**src/sv/ptuc_pkg.sv**
```systemverilog
// ----------------------------------------------------------------------------
// ptuc_pkg
// Types, constants and register codes shared by the power trace converter.
// ----------------------------------------------------------------------------
package ptuc_pkg;

	localparam int unsigned MAX_POINTS = 5001;

	// 1000*log10(2) in Q9.54
	localparam logic [63:0] LOG10_2_X1000_Q54 = 64'd5422874305198590949;

	localparam logic signed [13:0] DBM_FLOOR   = -14'sd3000;
	localparam logic signed [31:0] RANGE_HI_UW = 32'sd1000000000;
	localparam logic signed [31:0] RANGE_LO_UW = 32'sd1000000;

	localparam int unsigned DIV_STEPS  = 45;
	localparam int unsigned SQRT_STEPS = 24;
	localparam int unsigned SQ_STEPS   = 59;

	localparam int unsigned QDEPTH = 2;

	typedef enum logic [2:0] {
		REG_CAPTURE_ENABLE   = 3'd0,
		REG_POINT_COUNT      = 3'd1,
		REG_TRACE_TIME_NS    = 3'd2,
		REG_TRACE_OFFSET_NS  = 3'd3,
		REG_CAVITY_FACTOR    = 3'd4,
		REG_TRIG_INTERNAL    = 3'd5,
		REG_TRIGGER_LEVEL_UW = 3'd6
	} cfg_reg_t;

	typedef enum logic [1:0] {
		RANGE_LOW  = 2'd0,
		RANGE_MID  = 2'd1,
		RANGE_HIGH = 2'd2
	} range_t;

	typedef struct packed {
		logic               capture_enable;
		logic [12:0]        point_count;
		logic [31:0]        trace_time_ns;
		logic signed [31:0] trace_offset_ns;
		logic [23:0]        cavity_factor;
		logic               trig_internal;
		logic [31:0]        trigger_level_uw;
	} cfg_t;

	// one classified sample between front and back
	typedef struct packed {
		logic        err;
		logic [31:0] mag;
		logic [12:0] idx;
		logic        last;
		range_t      range_code;
	} item_t;

	typedef struct packed {
		logic signed [33:0] time_ns;
		logic signed [13:0] power_dbm;
		logic               zero_power;
		logic [23:0]        field_strength;
		logic               last;
		range_t             range_code;
		logic               trig_valid;
		logic signed [13:0] trig_dbm;
		logic               error;
	} res_t;

endpackage

```
**src/sv/power_trace_unit_converter.sv**
```systemverilog
// ----------------------------------------------------------------------------
// power_trace_unit_converter
// Converts power samples of a trace to time stamp, dBm, field and range.
// ----------------------------------------------------------------------------
//  channel   dir  handshake          payload
//  s_*       in   tvalid/tready      tdata[31:0] sample_uw
//  m_*       out  tvalid/tready      tdata (see port), tlast last, tuser error
//  cfg_*     in   cfg_we             cfg_index register, cfg_data value
//
//  With the internal trigger on, a sample takes a second logarithm, of the
//  trigger level; a zero sample or zero trigger level skips its logarithm.
//  The 59 squarings of each logarithm dominate, each a 64x64 product made
//  of four 32x32 partial products on the one shared multiplier.
//  Reset clears configuration, trace position and all handshake state.
//  A two-entry queue and the output register let input and output stall
//  independently; error samples skip the arithmetic, dropped ones the queue.
// ----------------------------------------------------------------------------
module power_trace_unit_converter (
	input  logic        clk,
	input  logic        arst_n,
	input  logic        s_tvalid,
	output logic        s_tready,
	input  logic [31:0] s_tdata,   // [31:0] sample_uw
	output logic        m_tvalid,
	input  logic        m_tready,
	// [33:0] time_ns, [47:34] power_dbm, [48] zero_power, [72:49] field_strength,
	// [74:73] range_code, [75] trig_valid, [89:76] trig_dbm, [95:90] zero
	output logic [95:0] m_tdata,
	output logic        m_tlast,
	output logic        m_tuser,   // [0] error
	input  logic        cfg_we,
	input  logic [2:0]  cfg_index,
	input  logic [31:0] cfg_data
);
	import ptuc_pkg::*;

	cfg_t  cfg_q;
	logic  q_push, q_pop, q_full, q_empty;
	item_t q_wdata, q_rdata;

	always_ff @(posedge clk or negedge arst_n) begin
		if (!arst_n) begin
			cfg_q <= '0;
		end else if (cfg_we) begin
			case (cfg_index)
				REG_CAPTURE_ENABLE:   cfg_q.capture_enable   <= cfg_data[0];
				REG_POINT_COUNT:      cfg_q.point_count      <= cfg_data[12:0];
				REG_TRACE_TIME_NS:    cfg_q.trace_time_ns    <= cfg_data;
				REG_TRACE_OFFSET_NS:  cfg_q.trace_offset_ns  <= signed'(cfg_data);
				REG_CAVITY_FACTOR:    cfg_q.cavity_factor    <= cfg_data[23:0];
				REG_TRIG_INTERNAL:    cfg_q.trig_internal    <= cfg_data[0];
				REG_TRIGGER_LEVEL_UW: cfg_q.trigger_level_uw <= cfg_data;
				default: begin
				end
			endcase
		end
	end

	ptuc_front u_front (
		.clk      (clk),
		.arst_n   (arst_n),
		.cfg      (cfg_q),
		.s_tvalid (s_tvalid),
		.s_tready (s_tready),
		.s_tdata  (s_tdata),
		.q_full   (q_full),
		.q_push   (q_push),
		.q_item   (q_wdata)
	);

	ptuc_fifo u_fifo (
		.clk    (clk),
		.arst_n (arst_n),
		.push   (q_push),
		.wdata  (q_wdata),
		.pop    (q_pop),
		.rdata  (q_rdata),
		.full   (q_full),
		.empty  (q_empty)
	);

	ptuc_back u_back (
		.clk      (clk),
		.arst_n   (arst_n),
		.cfg      (cfg_q),
		.q_empty  (q_empty),
		.q_pop    (q_pop),
		.q_item   (q_rdata),
		.m_tvalid (m_tvalid),
		.m_tready (m_tready),
		.m_tdata  (m_tdata),
		.m_tlast  (m_tlast),
		.m_tuser  (m_tuser)
	);

endmodule

```
**src/sv/ptuc_fifo.sv**
```systemverilog
// ----------------------------------------------------------------------------
// ptuc_fifo
// Short queue of classified samples between the front and the back.
// ----------------------------------------------------------------------------
module ptuc_fifo (
	input  logic           clk,
	input  logic           arst_n,
	input  logic           push,
	input  ptuc_pkg::item_t wdata,
	input  logic           pop,
	output ptuc_pkg::item_t rdata,
	output logic           full,
	output logic           empty
);
	import ptuc_pkg::*;

	item_t mem_q [QDEPTH];
	logic [$clog2(QDEPTH)-1:0] wr_ptr_q, rd_ptr_q;
	logic [$clog2(QDEPTH):0]   count_q;

	assign full  = (count_q == ($clog2(QDEPTH)+1)'(QDEPTH));
	assign empty = (count_q == '0);
	assign rdata = mem_q[rd_ptr_q];

	always_ff @(posedge clk) begin
		if (push) begin
			mem_q[wr_ptr_q] <= wdata;
		end
	end

	always_ff @(posedge clk or negedge arst_n) begin
		if (!arst_n) begin
			wr_ptr_q <= '0;
			rd_ptr_q <= '0;
			count_q  <= '0;
		end else begin
			if (push) begin
				wr_ptr_q <= wr_ptr_q + 1'b1;
			end
			if (pop) begin
				rd_ptr_q <= rd_ptr_q + 1'b1;
			end
			case ({push, pop})
				2'b10:   count_q <= count_q + 1'b1;
				2'b01:   count_q <= count_q - 1'b1;
				default: count_q <= count_q;
			endcase
		end
	end

endmodule

```
**src/sv/ptuc_front.sv**
```systemverilog
// ----------------------------------------------------------------------------
// ptuc_front
// Takes samples, keeps the trace position and running maximum, classifies.
// ----------------------------------------------------------------------------
module ptuc_front (
	input  logic            clk,
	input  logic            arst_n,
	input  ptuc_pkg::cfg_t  cfg,
	input  logic            s_tvalid,
	output logic            s_tready,
	input  logic [31:0]     s_tdata,
	input  logic            q_full,
	output logic            q_push,
	output ptuc_pkg::item_t q_item
);
	import ptuc_pkg::*;

	logic [12:0]        sample_index_q;
	logic signed [31:0] running_max_q;

	logic               bad_count;
	logic signed [31:0] p;
	logic [31:0]        mag;
	logic [12:0]        idx;
	logic signed [31:0] new_max;
	logic               is_last;
	range_t             rng;

	assign bad_count = (cfg.point_count == '0) || (cfg.point_count > 13'(MAX_POINTS));
	assign p         = signed'(s_tdata);
	assign mag       = s_tdata[31] ? (~s_tdata + 32'd1) : s_tdata;
	// restart when the point count shrank to or below the position
	assign idx       = (sample_index_q >= cfg.point_count) ? '0 : sample_index_q;
	assign new_max   = ((idx == '0) || (p > running_max_q)) ? p : running_max_q;
	assign is_last   = (idx == cfg.point_count - 13'd1);

	always_comb begin
		if (new_max >= RANGE_HI_UW) begin
			rng = RANGE_HIGH;
		end else if (new_max <= RANGE_LO_UW) begin
			rng = RANGE_LOW;
		end else begin
			rng = RANGE_MID;
		end
	end

	// dropped samples are still taken while capture is off
	assign s_tready = !cfg.capture_enable || !q_full;
	assign q_push   = s_tvalid && s_tready && cfg.capture_enable;

	always_comb begin
		q_item            = '0;
		q_item.err        = bad_count;
		q_item.mag        = mag;
		q_item.idx        = idx;
		q_item.last       = is_last && !bad_count;
		q_item.range_code = (is_last && !bad_count) ? rng : RANGE_LOW;
	end

	always_ff @(posedge clk) begin
		if (q_push && !bad_count) begin
			running_max_q <= new_max;
		end
	end

	always_ff @(posedge clk or negedge arst_n) begin
		if (!arst_n) begin
			sample_index_q <= '0;
		end else if (q_push && !bad_count) begin
			sample_index_q <= is_last ? '0 : idx + 13'd1;
		end
	end

endmodule

```
**src/sv/ptuc_mul64.sv**
```systemverilog
// ----------------------------------------------------------------------------
// ptuc_mul64
// 64x64 multiplier built from four 32x32 partial products.
// ----------------------------------------------------------------------------
module ptuc_mul64 (
	input  logic         clk,
	input  logic         arst_n,
	input  logic         start,
	input  logic [63:0]  a,
	input  logic [63:0]  b,
	output logic         done,
	output logic [127:0] prod
);
	logic [63:0]  a_q, b_q;
	logic [2:0]   ph_q;
	logic         busy_q;
	logic         done_q;
	logic [63:0]  pp_s1;
	logic [1:0]   sh_s1;
	logic [127:0] acc_q;

	logic        hi_a, hi_b;
	logic [31:0] a_part, b_part;

	assign hi_a   = ph_q[1];
	assign hi_b   = ph_q[0];
	assign a_part = hi_a ? a_q[63:32] : a_q[31:0];
	assign b_part = hi_b ? b_q[63:32] : b_q[31:0];
	assign done   = done_q;
	assign prod   = acc_q;

	always_ff @(posedge clk) begin
		if (start) begin
			a_q   <= a;
			b_q   <= b;
			acc_q <= '0;
		end else if (busy_q) begin
			pp_s1 <= a_part * b_part;
			sh_s1 <= {1'b0, hi_a} + {1'b0, hi_b};
			if (ph_q != 3'd0) begin
				acc_q <= acc_q + ({64'b0, pp_s1} << {sh_s1, 5'b0});
			end
		end
	end

	always_ff @(posedge clk or negedge arst_n) begin
		if (!arst_n) begin
			busy_q <= 1'b0;
			ph_q   <= '0;
			done_q <= 1'b0;
		end else begin
			done_q <= busy_q && (ph_q == 3'd4);
			if (start) begin
				busy_q <= 1'b1;
				ph_q   <= '0;
			end else if (busy_q) begin
				ph_q <= ph_q + 3'd1;
				if (ph_q == 3'd4) begin
					busy_q <= 1'b0;
				end
			end
		end
	end

endmodule

```
**src/sv/ptuc_back.sv**
```systemverilog
// ----------------------------------------------------------------------------
// ptuc_back
// Sequencer for time stamp division, field square root and dBm logarithms.
// ----------------------------------------------------------------------------
module ptuc_back (
	input  logic            clk,
	input  logic            arst_n,
	input  ptuc_pkg::cfg_t  cfg,
	input  logic            q_empty,
	output logic            q_pop,
	input  ptuc_pkg::item_t q_item,
	output logic            m_tvalid,
	input  logic            m_tready,
	output logic [95:0]     m_tdata,
	output logic            m_tlast,
	output logic            m_tuser
);
	import ptuc_pkg::*;

	typedef enum logic [10:0] {
		ST_IDLE   = 11'b00000000001,
		ST_TMUL   = 11'b00000000010,
		ST_DIV    = 11'b00000000100,
		ST_CFMUL  = 11'b00000001000,
		ST_PMUL   = 11'b00000010000,
		ST_SQRT   = 11'b00000100000,
		ST_LSTART = 11'b00001000000,
		ST_NORM   = 11'b00010000000,
		ST_SQ     = 11'b00100000000,
		ST_LMUL   = 11'b01000000000,
		ST_OUT    = 11'b10000000000
	} st_t;

	st_t                st_q;
	item_t              item_q;
	logic               issued_q;
	logic [5:0]         cnt_q;
	logic [44:0]        dvd_q;
	logic [12:0]        rem_q;
	logic signed [33:0] tns_q;
	logic [47:0]        c2_q;
	logic [47:0]        rad_q;
	logic [23:0]        root_q;
	logic [25:0]        srem_q;
	logic               lsel_q;
	logic [63:0]        m_q;
	logic [4:0]         n_q;
	logic [58:0]        frac_q;
	logic signed [13:0] pdbm_q, tdbm_q;
	logic               ovalid_q;
	res_t               ores_q;

	logic         mul_start, mul_done, mul_state;
	logic [63:0]  mul_a, mul_b;
	logic [127:0] mul_prod;

	logic [13:0]  dtrial;
	logic         dge;
	logic [44:0]  dvd_next;
	logic [27:0]  scat, strial;
	logic         sge;
	logic [23:0]  root_next;
	logic [31:0]  log_arg;
	logic [63:0]  sq_m;
	logic [127:0] lrnd;
	logic [15:0]  ldbm;
	logic         out_load;
	res_t         res;

	ptuc_mul64 u_mul (
		.clk    (clk),
		.arst_n (arst_n),
		.start  (mul_start),
		.a      (mul_a),
		.b      (mul_b),
		.done   (mul_done),
		.prod   (mul_prod)
	);

	assign mul_state = (st_q == ST_TMUL) || (st_q == ST_CFMUL) || (st_q == ST_PMUL)
		|| (st_q == ST_SQ) || (st_q == ST_LMUL);
	assign mul_start = mul_state && !issued_q;

	always_comb begin
		case (st_q)
			ST_TMUL: begin
				mul_a = {51'b0, item_q.idx};
				mul_b = {32'b0, cfg.trace_time_ns};
			end
			ST_CFMUL: begin
				mul_a = {40'b0, cfg.cavity_factor};
				mul_b = {40'b0, cfg.cavity_factor};
			end
			ST_PMUL: begin
				mul_a = {16'b0, c2_q};
				mul_b = {32'b0, item_q.mag};
			end
			ST_SQ: begin
				mul_a = m_q;
				mul_b = m_q;
			end
			ST_LMUL: begin
				mul_a = {n_q, frac_q};
				mul_b = LOG10_2_X1000_Q54;
			end
			default: begin
				mul_a = '0;
				mul_b = '0;
			end
		endcase
	end

	// restoring division, one quotient bit a cycle
	assign dtrial   = {rem_q, dvd_q[44]};
	assign dge      = dtrial >= {1'b0, cfg.point_count};
	assign dvd_next = {dvd_q[43:0], dge};

	// digit-by-digit square root, two radicand bits a cycle
	assign scat      = {srem_q, rad_q[47:46]};
	assign strial    = {2'b0, root_q, 2'b01};
	assign sge       = scat >= strial;
	assign root_next = {root_q[22:0], sge};

	assign log_arg = lsel_q ? cfg.trigger_level_uw : item_q.mag;
	// Q1.62 mantissa squared back to Q1.62
	assign sq_m    = mul_prod[125:62];
	assign lrnd    = mul_prod + (128'd1 << 112);
	assign ldbm    = {1'b0, lrnd[127:113]} - 16'd3000;

	assign q_pop    = (st_q == ST_IDLE) && !q_empty;
	assign out_load = (st_q == ST_OUT) && (!ovalid_q || m_tready);

	always_comb begin
		res = '0;
		if (item_q.err) begin
			res.error = 1'b1;
		end else begin
			res.time_ns        = tns_q;
			res.power_dbm      = pdbm_q;
			res.zero_power     = (item_q.mag == '0);
			res.field_strength = root_q;
			res.last           = item_q.last;
			res.range_code     = item_q.range_code;
			res.trig_valid     = cfg.trig_internal;
			res.trig_dbm       = cfg.trig_internal ? tdbm_q : '0;
		end
	end

	always_ff @(posedge clk) begin
		if (q_pop) begin
			item_q <= q_item;
		end
		if (out_load) begin
			ores_q <= res;
		end
		case (st_q)
			ST_TMUL: begin
				if (mul_done) begin
					dvd_q <= mul_prod[44:0];
					rem_q <= '0;
				end
			end
			ST_DIV: begin
				dvd_q <= dvd_next;
				rem_q <= dge ? 13'(dtrial - {1'b0, cfg.point_count}) : dtrial[12:0];
				if (cnt_q == 6'(DIV_STEPS - 1)) begin
					tns_q <= 34'(signed'({2'b0, dvd_next[31:0]})) + 34'(cfg.trace_offset_ns);
				end
			end
			ST_CFMUL: begin
				if (mul_done) begin
					c2_q <= mul_prod[47:0];
				end
			end
			ST_PMUL: begin
				if (mul_done) begin
					rad_q  <= mul_prod[79:32];
					root_q <= '0;
					srem_q <= '0;
				end
			end
			ST_SQRT: begin
				rad_q  <= {rad_q[45:0], 2'b00};
				root_q <= root_next;
				srem_q <= sge ? 26'(scat - strial) : scat[25:0];
			end
			ST_LSTART: begin
				m_q    <= {1'b0, log_arg, 31'b0};
				n_q    <= 5'd31;
				frac_q <= '0;
				if (log_arg == '0) begin
					if (lsel_q) begin
						tdbm_q <= DBM_FLOOR;
					end else begin
						pdbm_q <= DBM_FLOOR;
					end
				end
			end
			ST_NORM: begin
				if (!m_q[62]) begin
					m_q <= {m_q[62:0], 1'b0};
					n_q <= n_q - 5'd1;
				end
			end
			ST_SQ: begin
				if (mul_done) begin
					m_q    <= sq_m[63] ? {1'b0, sq_m[63:1]} : sq_m;
					frac_q <= {frac_q[57:0], sq_m[63]};
				end
			end
			ST_LMUL: begin
				if (mul_done) begin
					if (lsel_q) begin
						tdbm_q <= ldbm[13:0];
					end else begin
						pdbm_q <= ldbm[13:0];
					end
				end
			end
			default: begin
			end
		endcase
	end

	always_ff @(posedge clk or negedge arst_n) begin
		if (!arst_n) begin
			st_q     <= ST_IDLE;
			issued_q <= 1'b0;
			cnt_q    <= '0;
			lsel_q   <= 1'b0;
			ovalid_q <= 1'b0;
		end else begin
			if (mul_start) begin
				issued_q <= 1'b1;
			end else if (mul_done) begin
				issued_q <= 1'b0;
			end
			if (out_load) begin
				ovalid_q <= 1'b1;
			end else if (m_tready) begin
				ovalid_q <= 1'b0;
			end
			case (st_q)
				ST_IDLE: begin
					if (!q_empty) begin
						st_q <= q_item.err ? ST_OUT : ST_TMUL;
					end
				end
				ST_TMUL: begin
					if (mul_done) begin
						cnt_q <= '0;
						st_q  <= ST_DIV;
					end
				end
				ST_DIV: begin
					cnt_q <= cnt_q + 6'd1;
					if (cnt_q == 6'(DIV_STEPS - 1)) begin
						st_q <= ST_CFMUL;
					end
				end
				ST_CFMUL: begin
					if (mul_done) begin
						st_q <= ST_PMUL;
					end
				end
				ST_PMUL: begin
					if (mul_done) begin
						cnt_q <= '0;
						st_q  <= ST_SQRT;
					end
				end
				ST_SQRT: begin
					cnt_q <= cnt_q + 6'd1;
					if (cnt_q == 6'(SQRT_STEPS - 1)) begin
						lsel_q <= 1'b0;
						st_q   <= ST_LSTART;
					end
				end
				ST_LSTART: begin
					if (log_arg != '0) begin
						st_q <= ST_NORM;
					end else if (!lsel_q && cfg.trig_internal) begin
						lsel_q <= 1'b1;
					end else begin
						st_q <= ST_OUT;
					end
				end
				ST_NORM: begin
					if (m_q[62]) begin
						cnt_q <= '0;
						st_q  <= ST_SQ;
					end
				end
				ST_SQ: begin
					if (mul_done) begin
						cnt_q <= cnt_q + 6'd1;
						if (cnt_q == 6'(SQ_STEPS - 1)) begin
							st_q <= ST_LMUL;
						end
					end
				end
				ST_LMUL: begin
					if (mul_done) begin
						if (!lsel_q && cfg.trig_internal) begin
							lsel_q <= 1'b1;
							st_q   <= ST_LSTART;
						end else begin
							st_q <= ST_OUT;
						end
					end
				end
				ST_OUT: begin
					if (out_load) begin
						st_q <= ST_IDLE;
					end
				end
				default: begin
					st_q <= ST_IDLE;
				end
			endcase
		end
	end

	assign m_tvalid = ovalid_q;
	assign m_tlast  = ores_q.last;
	assign m_tuser  = ores_q.error;
	assign m_tdata  = {6'b0, ores_q.trig_dbm, ores_q.trig_valid, ores_q.range_code,
		ores_q.field_strength, ores_q.zero_power, ores_q.power_dbm, ores_q.time_ns};

endmodule

```
**config.mk**
```make
export PLATFORM = sky130hd
export DESIGN_NAME = power_trace_unit_converter
export DESIGN_NICKNAME = d
export VERILOG_FILES = /design/src/sv/ptuc_pkg.sv /design/src/sv/power_trace_unit_converter.sv /design/src/sv/ptuc_fifo.sv /design/src/sv/ptuc_front.sv /design/src/sv/ptuc_mul64.sv /design/src/sv/ptuc_back.sv
export SDC_FILE = /design/constraint.sdc
export NUM_CORES = 2
export LEC_CHECK = 0
export BUFFER_PORTS_ARGS = -buffer_cell sky130_fd_sc_hd__buf_4
export CORE_ASPECT_RATIO = 1.75
export CORE_MARGIN = 2
export CORE_UTILIZATION = 65
export DETAILED_ROUTE_END_ITERATION = 6
export PLACE_DENSITY = 0.82
export SLEW_MARGIN = 0
export SYNTH_ARGS = -nofsm -noshare
export SYNTH_HDL_FRONTEND = slang
export SYNTH_SLANG_ARGS = --single-unit
```
**constraint.sdc**
```tcl
create_clock -name clk -period 10.25 [get_ports clk]
set_input_delay 2.05 -clock clk [delete_from_list [all_inputs] [get_ports clk]]
set_output_delay 2.05 -clock clk [all_outputs]
set_load 0.02 [all_outputs]
```
==> reports/results.txt <==
Outcome - finished with violations
Failing checks - max-capacitance violations, max-slew violations
Final WL - 371,000 um
IO Pins - 172
Largest net degree at the start of global routing - 158
Yosys top cell area share - 27.5%
Hold WC Path Type - reg2reg
DP Wirelength - 293,000 um
EDFF count, synth - 858
F_max - 0.0990 GHz
Wirelength per Cell - 32.8 um
Clock transition at path regs - 0.07 ns
Sequential-to-total area share from yosys stat - 34.9%
Worst reg-to-reg setup slack - 0.15 ns
Asr flop ratio synth - 15.2%
Post-synthesis instance total - 9,309
Fin. Hold Viols - 0
Worst R2R End - u_back.u_mul.pp_s1[63]
Drt via density - 6.76
Root buffer cell - clkbuf_16
Grt ovf - 0
Total track usage - 50.5%
Sink Count - 1,162
Share of layout cells above drive strength 1 - 10.1%
Total negative slack - 0 ns
Drt pass-1 iters - 7
Syn avg cell area - 10.1 sq um
Vias in the first global route - 78,725
Clock skew - 0.0702 ns
Top post-synthesis cells by area - edfxtp_1 (27%), fa_1 (19%), ha_1 (7.0%)
CP Class - reg2reg
Minimum hold slack - 0.485 ns
Final RePlAce weighted congestion - 1.12
Critical Path RT - 10.81 ns
Area leader, netlist - edfxtp_1
Most frequent cells in the layout - nand2_1 (1,172), inv_1 (1,076), nor2_1 (930)
CTS tree - done
CTS hold repair buffers - 0
Die area - 0.147 sq mm
Final setup fails - 0
Synth Register Bits - 1,162
Layout Nets - 10,818
Tmin final - 10.10 ns
RSZ-0062 raised after global routing - no
Core Area - 0.143 sq mm
Commonest non-fill, non-tap cell in the layout - nand2_1
First-pass GRT wire length - 529,000 um
Startpoint Class - register
HP Start - u_back.u_mul.prod[48]
Netlist cell types - 104
Cell Area, Placed - 0.0975 sq mm
Max cap viols - 1
Drc violations - 0
Die span in x - 291 um
Worst-Skew Late Latency - 0.79 ns
Port-buffer cells - 165
Initial Util - 65.3%
Hold depth - 2
Mapped cell area - 0.0937 sq mm
Fin crit share - 98.6%
Max incr delay on CP - 0.97 ns
Chip Height - 506 um
Area Growth Syn to Fin - 8.15%
Max-slew headroom - -3.46%
Worst Path Max Fanout - 44
Final Cell Area - 0.101 sq mm
Total CTS buffers - 105
Row count - 184
CP Capture Type - register
Reg-to-Reg Start - u_back.u_mul.ph_q[0]
DRT iter0 DRCs - 8,708
Min-Delay Endpoint - u_back.u_mul.prod[48]
Final Max Tran Viols - 4
Worst-Margin Slew - 1.51 ns
Via count - 76,427
Initial antenna violation count - 36
Ys Warns - 0
Max Buffers Root-to-Sink - 3
Worst Reg-to-Reg Cells - 30
Most used cell along the critical path - fa_1
Slowest CP cell - dfrtp_4
H-tree depth - 3
Arrival time at the worst endpoint - 10.66 ns
Main synth FF type - edfxtp_1
DRT antenna net count - 0
-- worst max-delay path by stage --
stage / startpoint / to / slack [ns]
2_1_floorplan: u_back.u_mul.ph_q[0] / u_back.u_mul.pp_s1[56] / 1.34
3_3_place_gp: u_back.u_mul.ph_q[1] / u_back.u_mul.pp_s1[63] / 0.23
6_report: u_back.u_mul.ph_q[0] / u_back.u_mul.pp_s1[63] / 0.15
5_1_grt: u_back.u_mul.ph_q[0] / u_back.u_mul.pp_s1[63] / 0.07
3_5_place_dp: u_back.u_mul.ph_q[1] / u_back.u_mul.pp_s1[63] / 0.27
4_1_cts: u_back.u_mul.ph_q[1] / u_back.u_mul.pp_s1[63] / 0.23
-- per-layer routing --
layer	track usage [%]	wire, um
met4	60.6	57600
met5	0	65
met1	49.4	106000
met2	81.0	170000
met3	12.5	36700
-- layout make-up --
class | instances | area, sq um
diodes | 34 | 85.1
clock buffers | 134 | 2890
clock inverters | 65 | 850
fillers | 10544 | 42100
inverters | 1078 | 4050
multi-input cells | 6608 | 55500
flip-flops and latches | 1162 | 32800
well taps | 1860 | 2330
repair buffers | 371 | 2880
-- cells by family (layout without fill, tap and decap cells) --
| logic type | Yosys count | count (layout) | synth area share, % |
|---|---|---|---|
| simple gates | 2935 | 2935 | 14.0 |
| xor+xnor | 290 | 290 | 2.71 |
| other cells | 1 | 41 | 0.00400 |
| mux | 515 | 515 | 5.88 |
| flops | 1162 | 1162 | 34.9 |
| compound gates | 1440 | 1440 | 10.1 |
| buf+inv | 1545 | 1648 | 6.26 |
| fa+ha+maj | 1421 | 1421 | 26.2 |
-- synth_stat cells, drive strengths merged (45+ instances only) --
| cell type | instances |
|---|---|
| xnor2 | 190 |
| nand2 | 1176 |
| a21o | 180 |
| a22oi | 72 |
| edfxtp | 858 |
| nor2b | 123 |
| nor2 | 937 |
| and2 | 150 |
| a22o | 45 |
| mux2 | 280 |
| nand3 | 105 |
| mux2i | 235 |
| and3 | 55 |
| o21bai | 64 |
| dfrtp | 176 |
| nor3 | 78 |
| a211oi | 49 |
| clkbuf | 393 |
| o21ai | 306 |
| nor4 | 49 |
| dfxtp | 127 |
| fa | 899 |
| buf | 74 |
| o22ai | 48 |
| nand4 | 92 |
| inv | 1078 |
| xor2 | 100 |
| a21oi | 377 |
| ha | 521 |
-- worst max-delay path, delay by kind of cell, from the launching register on --
kind | cells | cell delay, ns
compound gates | 10 | 2.84
fa+ha+maj | 9 | 4.31
xor+xnor | 1 | 0.23
flops | 1 | 0.97
buf+inv | 8 | 0.81
simple gates | 1 | 0.56
mux | 1 | 0.12
-- sequential cells by signal, summed over array words and instances (netlist names), 48 cells and up --
signal and count:
u_back.u_mul.b_q 64, u_fifo.mem_q 98, u_back.frac_q 59, u_back.m_tdata 90, u_back.c2_q 48, u_back.u_mul.a_q 64, u_back.u_mul.prod 127, u_back.m_q 63
u_back.item_q 49, u_back.rad_q 48, cfg_q 135, u_back.u_mul.pp_s1 64
-- stage by stage --
step | utilization, % | instances | worst slack, ns
after floorplan | - | 9315 | 1.34
after global placement | 68.0 | 11078 | 0.233
after detailed placement | 68.0 | 11078 | 0.273
after CTS | 70.6 | 11277 | 0.227
after global routing | 70.6 | 11291 | 0.0695
final | 70.6 | 11312 | 0.146
-- what timing repair did --
| item | in CTS | in global routing |
|---|---|---|
| gates resized for setup | 0 | 3 |
| buffers inserted | 0 | 1 |
| setup endpoints to repair | 0 | 2 |
Power is not shown: default switching activity piles up to over one toggle a cycle in this logic, so the estimate is an artifact.
